[src/rtl/wheel_to_touch_gesture_unit_macros.svh]
// Assertion macros shared by the wheel-to-touch gesture RTL.
`ifndef WHEEL_TO_TOUCH_GESTURE_UNIT_MACROS_SVH
`define WHEEL_TO_TOUCH_GESTURE_UNIT_MACROS_SVH

`ifndef SYNTHESIS
// Same-cycle implication, disabled during reset.
`define WTG_ASSERT_IMP(label, clk, rst_n, ante, cons) \
    label: assert property (@(posedge clk) disable iff (!rst_n) (ante) |-> (cons)) \
        else $error("wtg: same-cycle check failed");
// Next-cycle implication, disabled during reset.
`define WTG_ASSERT_NEXT(label, clk, rst_n, ante, cons) \
    label: assert property (@(posedge clk) disable iff (!rst_n) (ante) |=> (cons)) \
        else $error("wtg: next-cycle check failed");
`else
`define WTG_ASSERT_IMP(label, clk, rst_n, ante, cons)
`define WTG_ASSERT_NEXT(label, clk, rst_n, ante, cons)
`endif

`endif

[src/rtl/wtg_pkg.sv]
// Types and constants shared by the wheel-to-touch gesture unit.
package wtg_pkg;

    localparam int DELTA_W    = 16;
    localparam int TIME_W     = 32;
    localparam int Y_W        = 12;
    localparam int POS_W      = 17;
    localparam int CFG_IDX_W  = 3;
    localparam int CFG_DATA_W = 16;
    localparam int REP_IDX_W  = 2;
    localparam int REP_CNT_W  = 3;
    localparam int MAX_REPORTS = 4;

    localparam logic [Y_W-1:0] PAD_MAX = 12'd4095;

    typedef enum logic [CFG_IDX_W-1:0] {
        CFG_START_THRESHOLD = 3'd0,
        CFG_FILTER_WINDOW   = 3'd1,
        CFG_RELEASE         = 3'd2,
        CFG_EDGE_MARGIN     = 3'd3,
        CFG_CENTER_Y        = 3'd4
    } cfg_index_t;

    typedef struct packed {
        logic [14:0] start_threshold;
        logic [15:0] filter_window_ms;
        logic [15:0] release_ms;
        logic [10:0] edge_margin;
        logic [11:0] center_y;
    } cfg_t;

    localparam logic [14:0] RST_START_THRESHOLD = 15'd4;
    localparam logic [15:0] RST_FILTER_WINDOW   = 16'd25;
    localparam logic [15:0] RST_RELEASE         = 16'd80;
    localparam logic [10:0] RST_EDGE_MARGIN     = 11'd384;
    localparam logic [11:0] RST_CENTER_Y        = 12'd2048;

    typedef struct packed {
        logic           fingers_down;
        logic [Y_W-1:0] finger_y;
    } report_t;

    // All reports caused by one poll, in order, with their count.
    typedef struct packed {
        report_t [MAX_REPORTS-1:0] rep;
        logic [REP_CNT_W-1:0]      count;
    } bundle_t;

endpackage

[src/rtl/wtg_ifs.sv]
// Valid/ready channel interfaces for polls and touch reports.
interface wtg_poll_if;
    logic                                valid;
    logic                                ready;
    logic signed [wtg_pkg::DELTA_W-1:0]  scroll_delta;
    logic                                enabled;
    logic [wtg_pkg::TIME_W-1:0]          now_ms;

    modport source (output valid, scroll_delta, enabled, now_ms, input ready);
    modport sink (input valid, scroll_delta, enabled, now_ms, output ready);
endinterface

interface wtg_report_if;
    logic                        valid;
    logic                        ready;
    logic                        fingers_down;
    logic [wtg_pkg::Y_W-1:0]     finger_y;
    logic                        last;

    modport source (output valid, fingers_down, finger_y, last, input ready);
    modport sink (input valid, fingers_down, finger_y, last, output ready);
endinterface

[src/rtl/wtg_cfg_regs.sv]
// Configuration register file with reset values and field masking.
module wtg_cfg_regs
(
    input  logic                             clk,
    input  logic                             rst_n,
    input  logic                             cfg_wr_en,
    input  logic [wtg_pkg::CFG_IDX_W-1:0]    cfg_index,
    input  logic [wtg_pkg::CFG_DATA_W-1:0]   cfg_wdata,
    output wtg_pkg::cfg_t                    cfg
);

    wtg_pkg::cfg_t cfg_reg;

    always_ff @(posedge clk or negedge rst_n)
    begin
        if (!rst_n)
        begin
            cfg_reg.start_threshold  <= wtg_pkg::RST_START_THRESHOLD;
            cfg_reg.filter_window_ms <= wtg_pkg::RST_FILTER_WINDOW;
            cfg_reg.release_ms       <= wtg_pkg::RST_RELEASE;
            cfg_reg.edge_margin      <= wtg_pkg::RST_EDGE_MARGIN;
            cfg_reg.center_y         <= wtg_pkg::RST_CENTER_Y;
        end
        else if (cfg_wr_en)
        begin
            case (wtg_pkg::cfg_index_t'(cfg_index))
                wtg_pkg::CFG_START_THRESHOLD: cfg_reg.start_threshold  <= cfg_wdata[14:0];
                wtg_pkg::CFG_FILTER_WINDOW:   cfg_reg.filter_window_ms <= cfg_wdata;
                wtg_pkg::CFG_RELEASE:         cfg_reg.release_ms       <= cfg_wdata;
                wtg_pkg::CFG_EDGE_MARGIN:     cfg_reg.edge_margin      <= cfg_wdata[10:0];
                wtg_pkg::CFG_CENTER_Y:        cfg_reg.center_y         <= cfg_wdata[11:0];
                default: ;
            endcase
        end
    end

    assign cfg = cfg_reg;

endmodule

[src/rtl/wtg_engine.sv]
// Poll input register, gesture state and the single-pass step logic.
`include "wheel_to_touch_gesture_unit_macros.svh"

module wtg_engine
(
    input  logic              clk,
    input  logic              rst_n,
    wtg_poll_if.sink          poll,
    input  wtg_pkg::cfg_t     cfg,
    input  logic              bundle_ready,
    output wtg_pkg::bundle_t  bundle,
    output logic              bundle_load
);

    // Input register.
    logic                                in_valid_reg;
    logic signed [wtg_pkg::DELTA_W-1:0]  in_delta_reg;
    logic                                in_en_reg;
    logic [wtg_pkg::TIME_W-1:0]          in_now_reg;

    // Gesture state.
    logic                                touch_on_reg,  touch_next;
    logic signed [wtg_pkg::POS_W-1:0]    pos_y_reg,     pos_next;
    logic [wtg_pkg::DELTA_W-1:0]         pend_reg,      pend_next;
    logic [wtg_pkg::TIME_W-1:0]          win_start_reg, win_start_next;
    logic [wtg_pkg::TIME_W-1:0]          motion_reg,    motion_next;

    logic                                fire;
    logic [wtg_pkg::DELTA_W-1:0]         psum;
    logic [wtg_pkg::DELTA_W-1:0]         mag;
    logic                                hit;
    logic                                expire;
    logic                                move;
    logic [wtg_pkg::TIME_W-1:0]          ws_eff;
    logic [wtg_pkg::TIME_W-1:0]          win_el;
    logic [wtg_pkg::TIME_W-1:0]          mot_el;
    logic [wtg_pkg::TIME_W-1:0]          motion_after;
    logic signed [wtg_pkg::POS_W-1:0]    center_pos;
    logic signed [wtg_pkg::POS_W-1:0]    base;
    logic signed [wtg_pkg::POS_W-1:0]    pos_new;
    logic signed [wtg_pkg::POS_W-1:0]    pos_after;
    logic signed [wtg_pkg::POS_W:0]      sum1;
    logic signed [wtg_pkg::POS_W:0]      sum2;
    logic signed [wtg_pkg::POS_W:0]      lo_ext;
    logic signed [wtg_pkg::POS_W:0]      hi_ext;
    logic [wtg_pkg::Y_W-1:0]             hi_y;
    logic                                out_band;
    logic                                touch_after;
    logic                                timeout;
    logic [wtg_pkg::REP_CNT_W-1:0]       idx;
    wtg_pkg::bundle_t                    bundle_next;

    function automatic logic [wtg_pkg::Y_W-1:0] clamp_y(
        input logic signed [wtg_pkg::POS_W-1:0] v);
        logic [wtg_pkg::Y_W-1:0] r;
        if (v[wtg_pkg::POS_W-1])
            r = '0;
        else if (|v[wtg_pkg::POS_W-2:wtg_pkg::Y_W])
            r = wtg_pkg::PAD_MAX;
        else
            r = v[wtg_pkg::Y_W-1:0];
        return r;
    endfunction

    function automatic wtg_pkg::report_t make_rep(input logic down,
                                                  input logic [wtg_pkg::Y_W-1:0] y);
        wtg_pkg::report_t r;
        r.fingers_down = down;
        r.finger_y     = y;
        return r;
    endfunction

    assign fire       = in_valid_reg & bundle_ready;
    assign poll.ready = ~in_valid_reg | fire;

    always_ff @(posedge clk or negedge rst_n)
    begin
        if (!rst_n)
            in_valid_reg <= 1'b0;
        else if (poll.ready)
            in_valid_reg <= poll.valid;
    end

    always_ff @(posedge clk)
    begin
        if (poll.valid && poll.ready)
        begin
            in_delta_reg <= poll.scroll_delta;
            in_en_reg    <= poll.enabled;
            in_now_reg   <= poll.now_ms;
        end
    end

    // Pending sum and threshold / window tests.
    assign psum   = pend_reg + $unsigned(in_delta_reg);
    assign mag    = psum[wtg_pkg::DELTA_W-1] ? (16'd0 - psum) : psum;
    assign hit    = mag >= {1'b0, cfg.start_threshold};
    assign ws_eff = (win_start_reg == '0) ? in_now_reg : win_start_reg;
    assign win_el = (win_start_reg == '0) ? '0 : (in_now_reg - win_start_reg);
    assign expire = win_el >= {16'd0, cfg.filter_window_ms};
    assign move   = hit && (psum != '0);

    // Position update and edge band test.
    assign center_pos = {5'd0, cfg.center_y};
    assign base       = touch_on_reg ? pos_y_reg : center_pos;
    assign sum1       = {base[wtg_pkg::POS_W-1], base} + {{2{psum[15]}}, psum};
    assign sum2       = {6'd0, cfg.center_y} + {{2{psum[15]}}, psum};
    assign hi_y       = wtg_pkg::PAD_MAX - {1'b0, cfg.edge_margin};
    assign lo_ext     = {7'd0, cfg.edge_margin};
    assign hi_ext     = {6'd0, hi_y};
    assign out_band   = (sum1 < lo_ext) || (sum1 > hi_ext);
    assign pos_new    = out_band ? sum2[wtg_pkg::POS_W-1:0] : sum1[wtg_pkg::POS_W-1:0];

    always_comb
    begin
        touch_next     = touch_on_reg;
        pos_next       = pos_y_reg;
        pend_next      = pend_reg;
        win_start_next = win_start_reg;
        motion_next    = motion_reg;
        pos_after      = pos_y_reg;
        motion_after   = motion_reg;
        touch_after    = 1'b0;
        mot_el         = '0;
        timeout        = 1'b0;
        bundle_next    = '0;
        idx            = '0;

        if (!in_en_reg)
        begin
            if (touch_on_reg)
            begin
                bundle_next.rep[idx[wtg_pkg::REP_IDX_W-1:0]] = make_rep(1'b0, clamp_y(pos_y_reg));
                idx = idx + 3'd1;
            end
            touch_next     = 1'b0;
            pos_next       = center_pos;
            pend_next      = '0;
            win_start_next = '0;
            motion_next    = '0;
        end
        else
        begin
            pend_next      = (hit || expire) ? '0 : psum;
            win_start_next = (hit || expire) ? in_now_reg : ws_eff;

            if (move)
            begin
                if (!touch_on_reg)
                begin
                    bundle_next.rep[idx[wtg_pkg::REP_IDX_W-1:0]] = make_rep(1'b1, cfg.center_y);
                    idx = idx + 3'd1;
                end
                if (out_band)
                begin
                    bundle_next.rep[idx[wtg_pkg::REP_IDX_W-1:0]] = make_rep(1'b0, clamp_y(base));
                    idx = idx + 3'd1;
                    bundle_next.rep[idx[wtg_pkg::REP_IDX_W-1:0]] = make_rep(1'b1, cfg.center_y);
                    idx = idx + 3'd1;
                end
                pos_after    = pos_new;
                motion_after = in_now_reg;
            end

            touch_after = touch_on_reg | move;
            mot_el      = move ? '0 : (in_now_reg - motion_reg);
            timeout     = (motion_after != '0) && (mot_el >= {16'd0, cfg.release_ms});

            if (touch_after)
            begin
                if (timeout)
                begin
                    bundle_next.rep[idx[wtg_pkg::REP_IDX_W-1:0]] =
                        make_rep(1'b0, clamp_y(pos_after));
                    idx = idx + 3'd1;
                    touch_next     = 1'b0;
                    pos_next       = center_pos;
                    pend_next      = '0;
                    win_start_next = '0;
                    motion_next    = '0;
                end
                else
                begin
                    bundle_next.rep[idx[wtg_pkg::REP_IDX_W-1:0]] =
                        make_rep(1'b1, clamp_y(pos_after));
                    idx = idx + 3'd1;
                    touch_next  = 1'b1;
                    pos_next    = pos_after;
                    motion_next = motion_after;
                end
            end
        end

        bundle_next.count = idx;
    end

    always_ff @(posedge clk or negedge rst_n)
    begin
        if (!rst_n)
        begin
            touch_on_reg  <= 1'b0;
            pos_y_reg     <= {5'd0, wtg_pkg::RST_CENTER_Y};
            pend_reg      <= '0;
            win_start_reg <= '0;
            motion_reg    <= '0;
        end
        else if (fire)
        begin
            touch_on_reg  <= touch_next;
            pos_y_reg     <= pos_next;
            pend_reg      <= pend_next;
            win_start_reg <= win_start_next;
            motion_reg    <= motion_next;
        end
    end

    assign bundle      = bundle_next;
    assign bundle_load = fire && (bundle_next.count != '0);

    `WTG_ASSERT_NEXT(a_disable_drops, clk, rst_n, fire && !in_en_reg, !touch_on_reg)
    `WTG_ASSERT_IMP(a_idle_no_motion, clk, rst_n, !touch_on_reg, motion_reg == '0)
    `WTG_ASSERT_IMP(a_active_reports, clk, rst_n, fire && in_en_reg && touch_after, bundle_load)

endmodule

[src/rtl/wtg_report_ser.sv]
// Result register for one poll's reports, sent out one transfer per cycle while ready is high.
`include "wheel_to_touch_gesture_unit_macros.svh"

module wtg_report_ser
(
    input  logic              clk,
    input  logic              rst_n,
    input  wtg_pkg::bundle_t  bundle,
    input  logic              bundle_load,
    output logic              bundle_ready,
    wtg_report_if.source      report
);

    wtg_pkg::bundle_t                  bundle_reg;
    logic                              busy_reg;
    logic [wtg_pkg::REP_IDX_W-1:0]     idx_reg;
    logic [wtg_pkg::REP_CNT_W-1:0]     idx_ext;
    logic                              last_item;
    logic                              xfer;

    assign idx_ext      = {1'b0, idx_reg};
    assign last_item    = (idx_ext + 3'd1) == bundle_reg.count;
    assign xfer         = busy_reg & report.ready;
    assign bundle_ready = ~busy_reg | (report.ready & last_item);

    always_ff @(posedge clk or negedge rst_n)
    begin
        if (!rst_n)
        begin
            busy_reg <= 1'b0;
            idx_reg  <= '0;
        end
        else if (bundle_load)
        begin
            busy_reg <= 1'b1;
            idx_reg  <= '0;
        end
        else if (xfer)
        begin
            if (last_item)
                busy_reg <= 1'b0;
            else
                idx_reg <= idx_reg + 2'd1;
        end
    end

    always_ff @(posedge clk)
    begin
        if (bundle_load)
            bundle_reg <= bundle;
    end

    assign report.valid        = busy_reg;
    assign report.fingers_down = bundle_reg.rep[idx_reg].fingers_down;
    assign report.finger_y     = bundle_reg.rep[idx_reg].finger_y;
    assign report.last         = last_item;

    `WTG_ASSERT_IMP(a_load_free, clk, rst_n, bundle_load, !busy_reg || (report.ready && last_item))
    `WTG_ASSERT_IMP(a_idx_range, clk, rst_n, busy_reg, idx_ext < bundle_reg.count)
    `WTG_ASSERT_NEXT(a_fresh_bundle, clk, rst_n, bundle_load, busy_reg && (idx_reg == '0))

endmodule

[src/rtl/wheel_to_touch_gesture_unit.sv]
// Timing: a poll waits in the engine's input register and is evaluated there; its reports
// are loaded into the serializer's result register and offered one per cycle while the
// receiver is ready. Throughput: one poll per cycle while each poll yields at most one report
// and the receiver is ready; a poll with n reports (0 to 4) keeps the port until all are sent.
// Reset (rst_n, asynchronous, active low) clears the channels, drops any touch, recenters Y
// to 2048 and loads all configuration registers with their reset values.
module wheel_to_touch_gesture_unit
(
    input  logic                             clk,
    input  logic                             rst_n,
    wtg_poll_if.sink                         poll,
    wtg_report_if.source                     report,
    input  logic                             cfg_wr_en,
    input  logic [wtg_pkg::CFG_IDX_W-1:0]    cfg_index,
    input  logic [wtg_pkg::CFG_DATA_W-1:0]   cfg_wdata
);

    // The block has three parts. The register file holds the five settings. The engine
    // keeps one poll in its input register and, in a single pass of logic, updates the
    // wheel accumulator, the filter window, the virtual Y position and the idle timer,
    // and builds the ordered list of reports (press, release, press, final) that the
    // poll causes. That list is the result register of the serializer, which offers the
    // reports one transfer per cycle while the receiver is ready and marks the final one with last.
    //
    // The engine takes the next poll as soon as the serializer can accept a new list,
    // which is in the same cycle as the final report of the previous list is transferred.
    // Polls that cause no report update the state and produce no transfer at all.

    wtg_pkg::cfg_t     cfg;
    wtg_pkg::bundle_t  bundle;
    logic              bundle_load;
    logic              bundle_ready;

    wtg_cfg_regs u_cfg
    (
        .clk       (clk),
        .rst_n     (rst_n),
        .cfg_wr_en (cfg_wr_en),
        .cfg_index (cfg_index),
        .cfg_wdata (cfg_wdata),
        .cfg       (cfg)
    );

    // Change settings only while the block is idle (unenforced); the engine reads them directly.
    wtg_engine u_engine
    (
        .clk          (clk),
        .rst_n        (rst_n),
        .poll         (poll),
        .cfg          (cfg),
        .bundle_ready (bundle_ready),
        .bundle       (bundle),
        .bundle_load  (bundle_load)
    );

    wtg_report_ser u_ser
    (
        .clk          (clk),
        .rst_n        (rst_n),
        .bundle       (bundle),
        .bundle_load  (bundle_load),
        .bundle_ready (bundle_ready),
        .report       (report)
    );

endmodule

[src/flat_wrapper.sv]
// flat-port wrapper written by rule: the top's interface ports become plain ports
module wheel_to_touch_gesture_unit_flat 
  (clk, rst_n, cfg_wr_en, cfg_index, cfg_wdata, poll_valid, poll_scroll_delta, poll_enabled, poll_now_ms, poll_ready, report_valid, report_fingers_down, report_finger_y, report_last, report_ready);
  wtg_poll_if poll_i ();
  wtg_report_if report_i ();
  input  logic clk;
  input  logic rst_n;
  input  logic cfg_wr_en;
  input  logic [wtg_pkg::CFG_IDX_W-1:0] cfg_index;
  input  logic [wtg_pkg::CFG_DATA_W-1:0] cfg_wdata;
  input wire logic [$bits(poll_i.valid)-1:0] poll_valid;
  input wire logic [$bits(poll_i.scroll_delta)-1:0] poll_scroll_delta;
  input wire logic [$bits(poll_i.enabled)-1:0] poll_enabled;
  input wire logic [$bits(poll_i.now_ms)-1:0] poll_now_ms;
  output wire logic [$bits(poll_i.ready)-1:0] poll_ready;
  output wire logic [$bits(report_i.valid)-1:0] report_valid;
  output wire logic [$bits(report_i.fingers_down)-1:0] report_fingers_down;
  output wire logic [$bits(report_i.finger_y)-1:0] report_finger_y;
  output wire logic [$bits(report_i.last)-1:0] report_last;
  input wire logic [$bits(report_i.ready)-1:0] report_ready;
  assign poll_i.valid = poll_valid;
  assign poll_i.scroll_delta = poll_scroll_delta;
  assign poll_i.enabled = poll_enabled;
  assign poll_i.now_ms = poll_now_ms;
  assign poll_ready = poll_i.ready;
  assign report_valid = report_i.valid;
  assign report_fingers_down = report_i.fingers_down;
  assign report_finger_y = report_i.finger_y;
  assign report_last = report_i.last;
  assign report_i.ready = report_ready;
  wheel_to_touch_gesture_unit u_core (.clk(clk), .rst_n(rst_n), .poll(poll_i), .report(report_i), .cfg_wr_en(cfg_wr_en), .cfg_index(cfg_index), .cfg_wdata(cfg_wdata));
endmodule
[config.mk]
export PLATFORM = sky130hd
export DESIGN_NAME = wheel_to_touch_gesture_unit_flat
export DESIGN_NICKNAME = d
export VERILOG_FILES = /design/src/rtl/wtg_pkg.sv /design/src/rtl/wtg_ifs.sv /design/src/rtl/wtg_cfg_regs.sv /design/src/rtl/wtg_engine.sv /design/src/rtl/wtg_report_ser.sv /design/src/rtl/wheel_to_touch_gesture_unit.sv /design/src/flat_wrapper.sv
export VERILOG_INCLUDE_DIRS = /design/src /design/src/rtl
export SDC_FILE = /design/constraint.sdc
export NUM_CORES = 1
export LEC_CHECK = 0
export BUFFER_PORTS_ARGS = -buffer_cell sky130_fd_sc_hd__buf_2
export CAP_MARGIN = 20
export CORE_MARGIN = 8
export CORE_UTILIZATION = 55
export CTS_CLUSTER_DIAMETER = 30
export DETAILED_ROUTE_END_ITERATION = 7
export PLACE_DENSITY = 0.72
export SETUP_SLACK_MARGIN = 0.3
export SYNTH_ARGS = -nofsm -noshare
export SYNTH_HDL_FRONTEND = slang
export SYNTH_SLANG_ARGS = --single-unit
export TNS_END_PERCENT = 30
[constraint.sdc]
create_clock -name clk -period 9.6 [get_ports clk]
set_input_delay 1.92 -clock clk [delete_from_list [all_inputs] [get_ports clk]]
set_output_delay 1.92 -clock clk [all_outputs]
set_load 0.01 [all_outputs]
; After elaboration in Yosys (flattened, before gate mapping)
; Index checks and enable logic that the tools add are counted.
; Widths: inputs -> output; s select.
[classes]
n_div = 0
n_shift = 0
add_sub_neg = 12
n_eq_ne = 7
order_cmp = 12
n_bitwise = 8
muxes = 79
n_reduce_logical = 27
multipliers = 0
[ops]
columns = cell, n
row1 = $mux 32, 12
row2 = $mux 52, 5
row3 = $bwmux 52, 4
row4 = $mux 12, 16
row5 = $mux 17, 7
row6 = $mux 13, 8
row7 = $mux 16, 5
row8 = $demux 13 s2, 3
row9 = $ge 32x16->1, 2
row10 = $sub 32x32->32, 2
row11 = $logic_not 32->1, 1
row12 = $reduce_bool 32->1, 1
row13 = $bmux 13 s2, 1
row14 = $mux 3, 7
row15 = $add 17x16->18, 1
row16 = $gt 18x13->1, 1
row17 = $lt 18x12->1, 1
row18 = $add 13x16->17, 1
row19 = $add 16x16->16, 1
row20 = $ge 16x15->1, 1
row21 = $reduce_and 2->1, 8
row22 = $reduce_bool 16->1, 1
row23 = $sub 1x16->16 const A, 1
row24 = $lt 2x3->1 const B, 4
row25 = 21 further kinds, 51
[word_totals]
ff_bits = 276
input_bits = 73
romBits = 0
n_memories = 0
ram_bits = 0
latchBits = 0
word_cells = 170

; Longest topological paths before layout
[depth]
depth_word = 20
mapped_depth = 37

; Cells and area by module
; From an unflattened synthesis, not the netlist that was laid out.
[unflattened]
cells_unflattened = 2123
hier_area_um2 = 20288.2
[modules_own_cells]
columns = mod, instances, cells_per_inst, seq_area_each_um2, area_each_um2
row1 = wtg_engine, 1, 1873, 3950.0, 15344.7
row2 = wtg_cfg_regs, 1, 152, 1762.9, 2695.1
row3 = wtg_report_ser, 1, 98, 1726.7, 2248.4

; Least setup slack after synthesis
; OpenSTA, ideal clock, no wires.
[synth_path]
path_type = register to register
startpoint = reg u_core.u_engine.in_delta_reg[0] in the netlist's numbering
endpoint = reg u_core.u_ser.bundle_reg[0] in the netlist's numbering, enable pin
n_path_buf = 0
setup_time_ps = 424
path_stages_with_launch = 25
arrival_time_ps = 7037
path_slack_ps = 2139
cell_sequence = edfxtp_1 ha_1 fa_1 a21o_1 a221oi_2 xnor2_1 ha_1 o211a_1 a211oi_1 a21o_1 o21ai_0 xor2_1 ha_1 or4_1 nor3_1 nand3b_1 mux2i_1 a2111o_1 nand4_1 a2111o_1 nor3_1 nor2_2 ha_1 nor2_1 o31a_1
[synth_lines]
columns = item, line
row1 = "start, declared", wtg_engine.sv:17  ; logic signed [wtg_pkg::DELTA_W-1:0] in_delta_reg;
row2 = "start signal, assigned", wtg_engine.sv:88  ; in_delta_reg <= poll.scroll_delta;
row3 = "end signal, assigned", wtg_report_ser.sv:50  ; bundle_reg <= bundle;
row4 = "end, declared", wtg_report_ser.sv:14  ; wtg_pkg::bundle_t bundle_reg;

; Worst setup path after layout
[layout_path]
startpoint = reg u_core.u_engine.in_delta_reg[6] in the netlist's numbering
endpoint = reg u_core.u_engine.motion_reg[29] in the netlist's numbering
[layout_via]
elab_chain_cells = 12
word_cells_on_any_way = 18
classes_between = 2 x add/sub / 2 x order compare / 1 x eq/ne / 7 x mux / 1 x bitwise / 5 x reduce/logical
[layout_rtl]
columns = item, line
row1 = $add 16x16->16 (*), wtg_engine.sv:95  ; assign psum = pend_reg + $unsigned(in_delta_reg);
row2 = $sub 1x16->16, wtg_engine.sv:96  ; assign mag = psum[wtg_pkg::DELTA_W-1] ? (16'd0 - psum) : psum;
row3 = $mux 16, wtg_engine.sv:96
row4 = $ge 16x15->1, wtg_engine.sv:97  ; assign hit = mag >= {1'b0, cfg.start_threshold};
row5 = $logic_and 1x1->1 (*), wtg_engine.sv:101  ; assign move = hit && (psum != '0);
row6 = branches (longest 7 deep; another with $ge 32x16->1), -
row7 = "end signal, assigned", wtg_engine.sv:213  ; motion_reg <= motion_next;
row8 = "end, declared", wtg_engine.sv:26  ; logic [wtg_pkg::TIME_W-1:0] motion_reg, motion_next;
; Every way passes the cells marked *. The select of a mux whose other input is x is not followed.
; A chain may end at the register's enable or synchronous reset.

==> impl_metrics.py <==
metrics = {
    "place": {
        "gp_congestion": 0.9197,
        "dp_slack_ps": 1295,
        "io_buffers": 88,
        "hpwl_mm": 42.30,
        "dp_cells": 2548,
        "dpl-instance-area_sq_um": 20780,
    },
    "power_and_ir_drop": {
        "finalPower_mw": 8.981,
        "ir_drop_mv": 0.2672,
        "power_leakage_nw": 9.809,
        "p_per_area_nw_per_um2": 389.9,
    },
    "floorplanning": {
        "num_rows": 69,
        "dieWidth_microns": 206.2,
        "core_sq_um": 35570,
        "start_util": 0.5591,
        "io_pins": 89,
        "die_h_microns": 206.2,
        "die-area_sq_um": 42500,
    },
    "yosys": {
        "synth_area_leader_cell": "dfrtp_1",
        "synthesis.nets": 2315,
        "synth.area.top_cells": "dfrtp_1, edfxtp_1, ha_1, a22o_1, inv_1",
        "ys_ff_latch": 276,
        "syn_inst": 2057,
        "synth_seq_area_share": 0.3741,
        "synth_top_area_share": 0.2039,
        "synthArstFlopShare": 0.6232,
        "syn_area_sq_um": 19890,
        "syn_avg_cell_area_sq_um": 9.668,
        "synthFlopType": "dfrtp_1",
        "synth_edf_count": 104,
        "yosysWarnings": 0,
        "ys_types": 101,
    },
    "detailed_routing": {
        "first_pass_iters": 7,
        "drc": 0,
        "drt_iter0_drc": 1313,
        "vias": 16690,
        "wl_per_cell_microns": 21.27,
        "ant_nets": 0,
        "drt_wl_total_mm": 56.83,
        "viasPerCell": 6.245,
    },
    "timing": {
        "setup_tns_ps": 0,
        "skew_ps": 21.65,
        "min_period_over_period": 0.8847,
        "finalCriticalPeriod_ps": 8493,
        "hold_slack_ps": 506.8,
        "rsz0062_at_grt": "no",
        "setup_ws_ps": 1107,
        "tightest_slew_ps": 1072,
        "clock.fmax_mhz": 117.7,
        "slew_viol_final": 0,
        "slew_headroom": 0.2835,
        "setup_violations": 0,
        "finalHoldViolCount": 0,
    },
    "global_route": {
        "first_global_vias": 16840,
        "overflow": 0,
        "grt_usage": 0.2698,
        "grt_max_degree": 65,
        "antenna_found_initial": 0,
        "grt_pass1_wl_mm": 91.45,
    },
    "worst_setup_path": {
        "path_buf_inv": 4,
        "path_delay_family": "compound AO/OA/AOI/OAI gates",
        "path_class": "flip-flop to flip-flop",
        "critical_path.slowest_cell": "o311ai_0",
        "critPathRequiredTime_ps": 10060,
        "cp-start-kind": "flip-flop",
        "crit_path_end_kind": "flip-flop",
        "cp.arrival_ps": 8950,
        "critPathMaxStageDelay_ps": 580,
        "crit_fanout": 32,
    },
    "clock_tree": {
        "hold_buffers": 0,
        "post_cts_buffers": 0,
        "cts-htree-levels": 3,
        "cts_made_buffers": 66,
        "clk_latency_ps": 580,
        "post_cts_resized": 0,
        "clkTransAtPathRegs_ps": 50,
        "root_buffer": "clkbuf_16",
        "cts_sinks": 276,
        "cts_tree": "yes",
        "cts_buffer_depth": 3,
    },
    "hold_path": {
        "holdCritPathClass": "flip-flop to flip-flop",
    },
    "cells_and_area": {
        "ff_latch_area_sq_um": 7440,
        "syn_to_final_growth_pct": 15.82,
        "final_cells": 2672,
        "post-route-util": 0.6476,
        "nFillCells": 2848,
        "diodes": 0,
        "final_cell_area_sq_um": 23030,
        "drive_above_1_share": 0.1633,
        "multi_input_area_sq_um": 11470,
        "largest_reg_flops": 70,
        "nets": 2415,
    },
    "flow_run": {
        "drv_cap": 0,
    },
    "outcome": {
        "status": "finished clean",
    },
}
## cell usage after synthesis, drive strengths merged, types with 23 or more instances
cell / instances
xnor2: 58
a21o: 43
clkbuf: 51
a22o: 79
ha: 180
dfrtp: 162
nand2: 157
nor4: 37
inv: 169
edfxtp: 104
o211ai: 27
xor2: 25
nor2: 160
a21oi: 109
a211oi: 28
o21ai: 117
o21a: 25
nand3: 33
nor3: 37
nand4: 23
buf: 33
mux2: 48
## tightest hold or removal path, cell delays in order (launching register included)
cell	delay (ps)
dfstp_2	370
nand2_1	50
o211ai_1	70
## cells by family (layout without fill, tap and decap cells)
group	after synthesis	count (layout)	share of synthesized area
AOI/OAI and AO/OA	619	619	0.2317
buffers and inverters	254	408	0.05153
muxes	76	76	0.04945
and+or+nand+nor	564	564	0.1384
xor gates and xnor gates	83	83	0.03655
DFF	276	276	0.3741
adders and majority gates	185	185	0.1183
## worst paths after layout
kind | start | end | slack, ps | cells past startpoint
setup / recovery | u_core.u_engine.in_delta_reg[6]$_DFFE_PP_ | u_core.u_engine.motion_reg[29]$_DFFE_PN0P_ | 1110 | 31
hold / removal | u_core.u_engine.pos_y_reg[11]$_DFFE_PN1P_ | u_core.u_engine.pos_y_reg[11]$_DFFE_PN1P_ | 510 | 2
setup reg to reg | u_core.u_engine.in_delta_reg[6]$_DFFE_PP_ | u_core.u_engine.motion_reg[29]$_DFFE_PN0P_ | 1110 | 31
hold reg to reg | u_core.u_engine.pos_y_reg[11]$_DFFE_PN1P_ | u_core.u_engine.pos_y_reg[11]$_DFFE_PN1P_ | 510 | 2
max in group asynchronous | rst_n | u_core.u_engine.motion_reg[16]$_DFFE_PN0P_ | 7080 | 2
min in group asynchronous | rst_n | u_core.u_engine.pend_reg[6]$_DFFE_PN0P_ | 1290 | 1
## layout make-up
| class | count | area share |
|---|---|---|
| clock buffer | 85 | 0.07877 |
| clock inverter | 37 | 0.01858 |
| inverter | 170 | 0.02770 |
| multi-input combinational | 1527 | 0.4981 |
| sequential | 276 | 0.3230 |
| tap | 461 | 0.02504 |
| timing repair buffer | 116 | 0.02884 |
## power by group
group | internal [mW] | switching, mW | leakage (nW) | total (mW)
Combinational | 1.89 | 2.91 | 5.55 | 4.80
Sequential | 1.65 | 0.323 | 3.18 | 1.97
Clock | 1.48 | 0.727 | 1.09 | 2.21
## metal layers
layer | up-vias | routed length, microns | global-route usage
li1 | 7920 | - | -
met1 | 8057 | 23310 | 0.3322
met2 | 563 | 28180 | 0.4658
met3 | 147 | 3205 | 0.04608
met4 | 0 | 2139 | 0.1070
met5 | - | 0 | 0
## layout by cell type, fill, tap and decap left out, drive strengths merged, types with 17 or more instances in the layout
cell	instances
o21ai	117
mux2	48
a21oi	109
xor2	25
a22o	79
nand4	23
inv	172
o2bb2ai	22
ha	180
clkinv	25
edfxtp	104
a2111oi	21
nand3	33
nand2b	22
nor3	37
clkbuf	85
buf	116
a211oi	28
and2	17
a21o	43
nand2	157
o21a	25
nor4	37
dfrtp	162
nor2	160
a31oi	21
o211ai	27
xnor2	58
(Power assumes the default switching activity.)
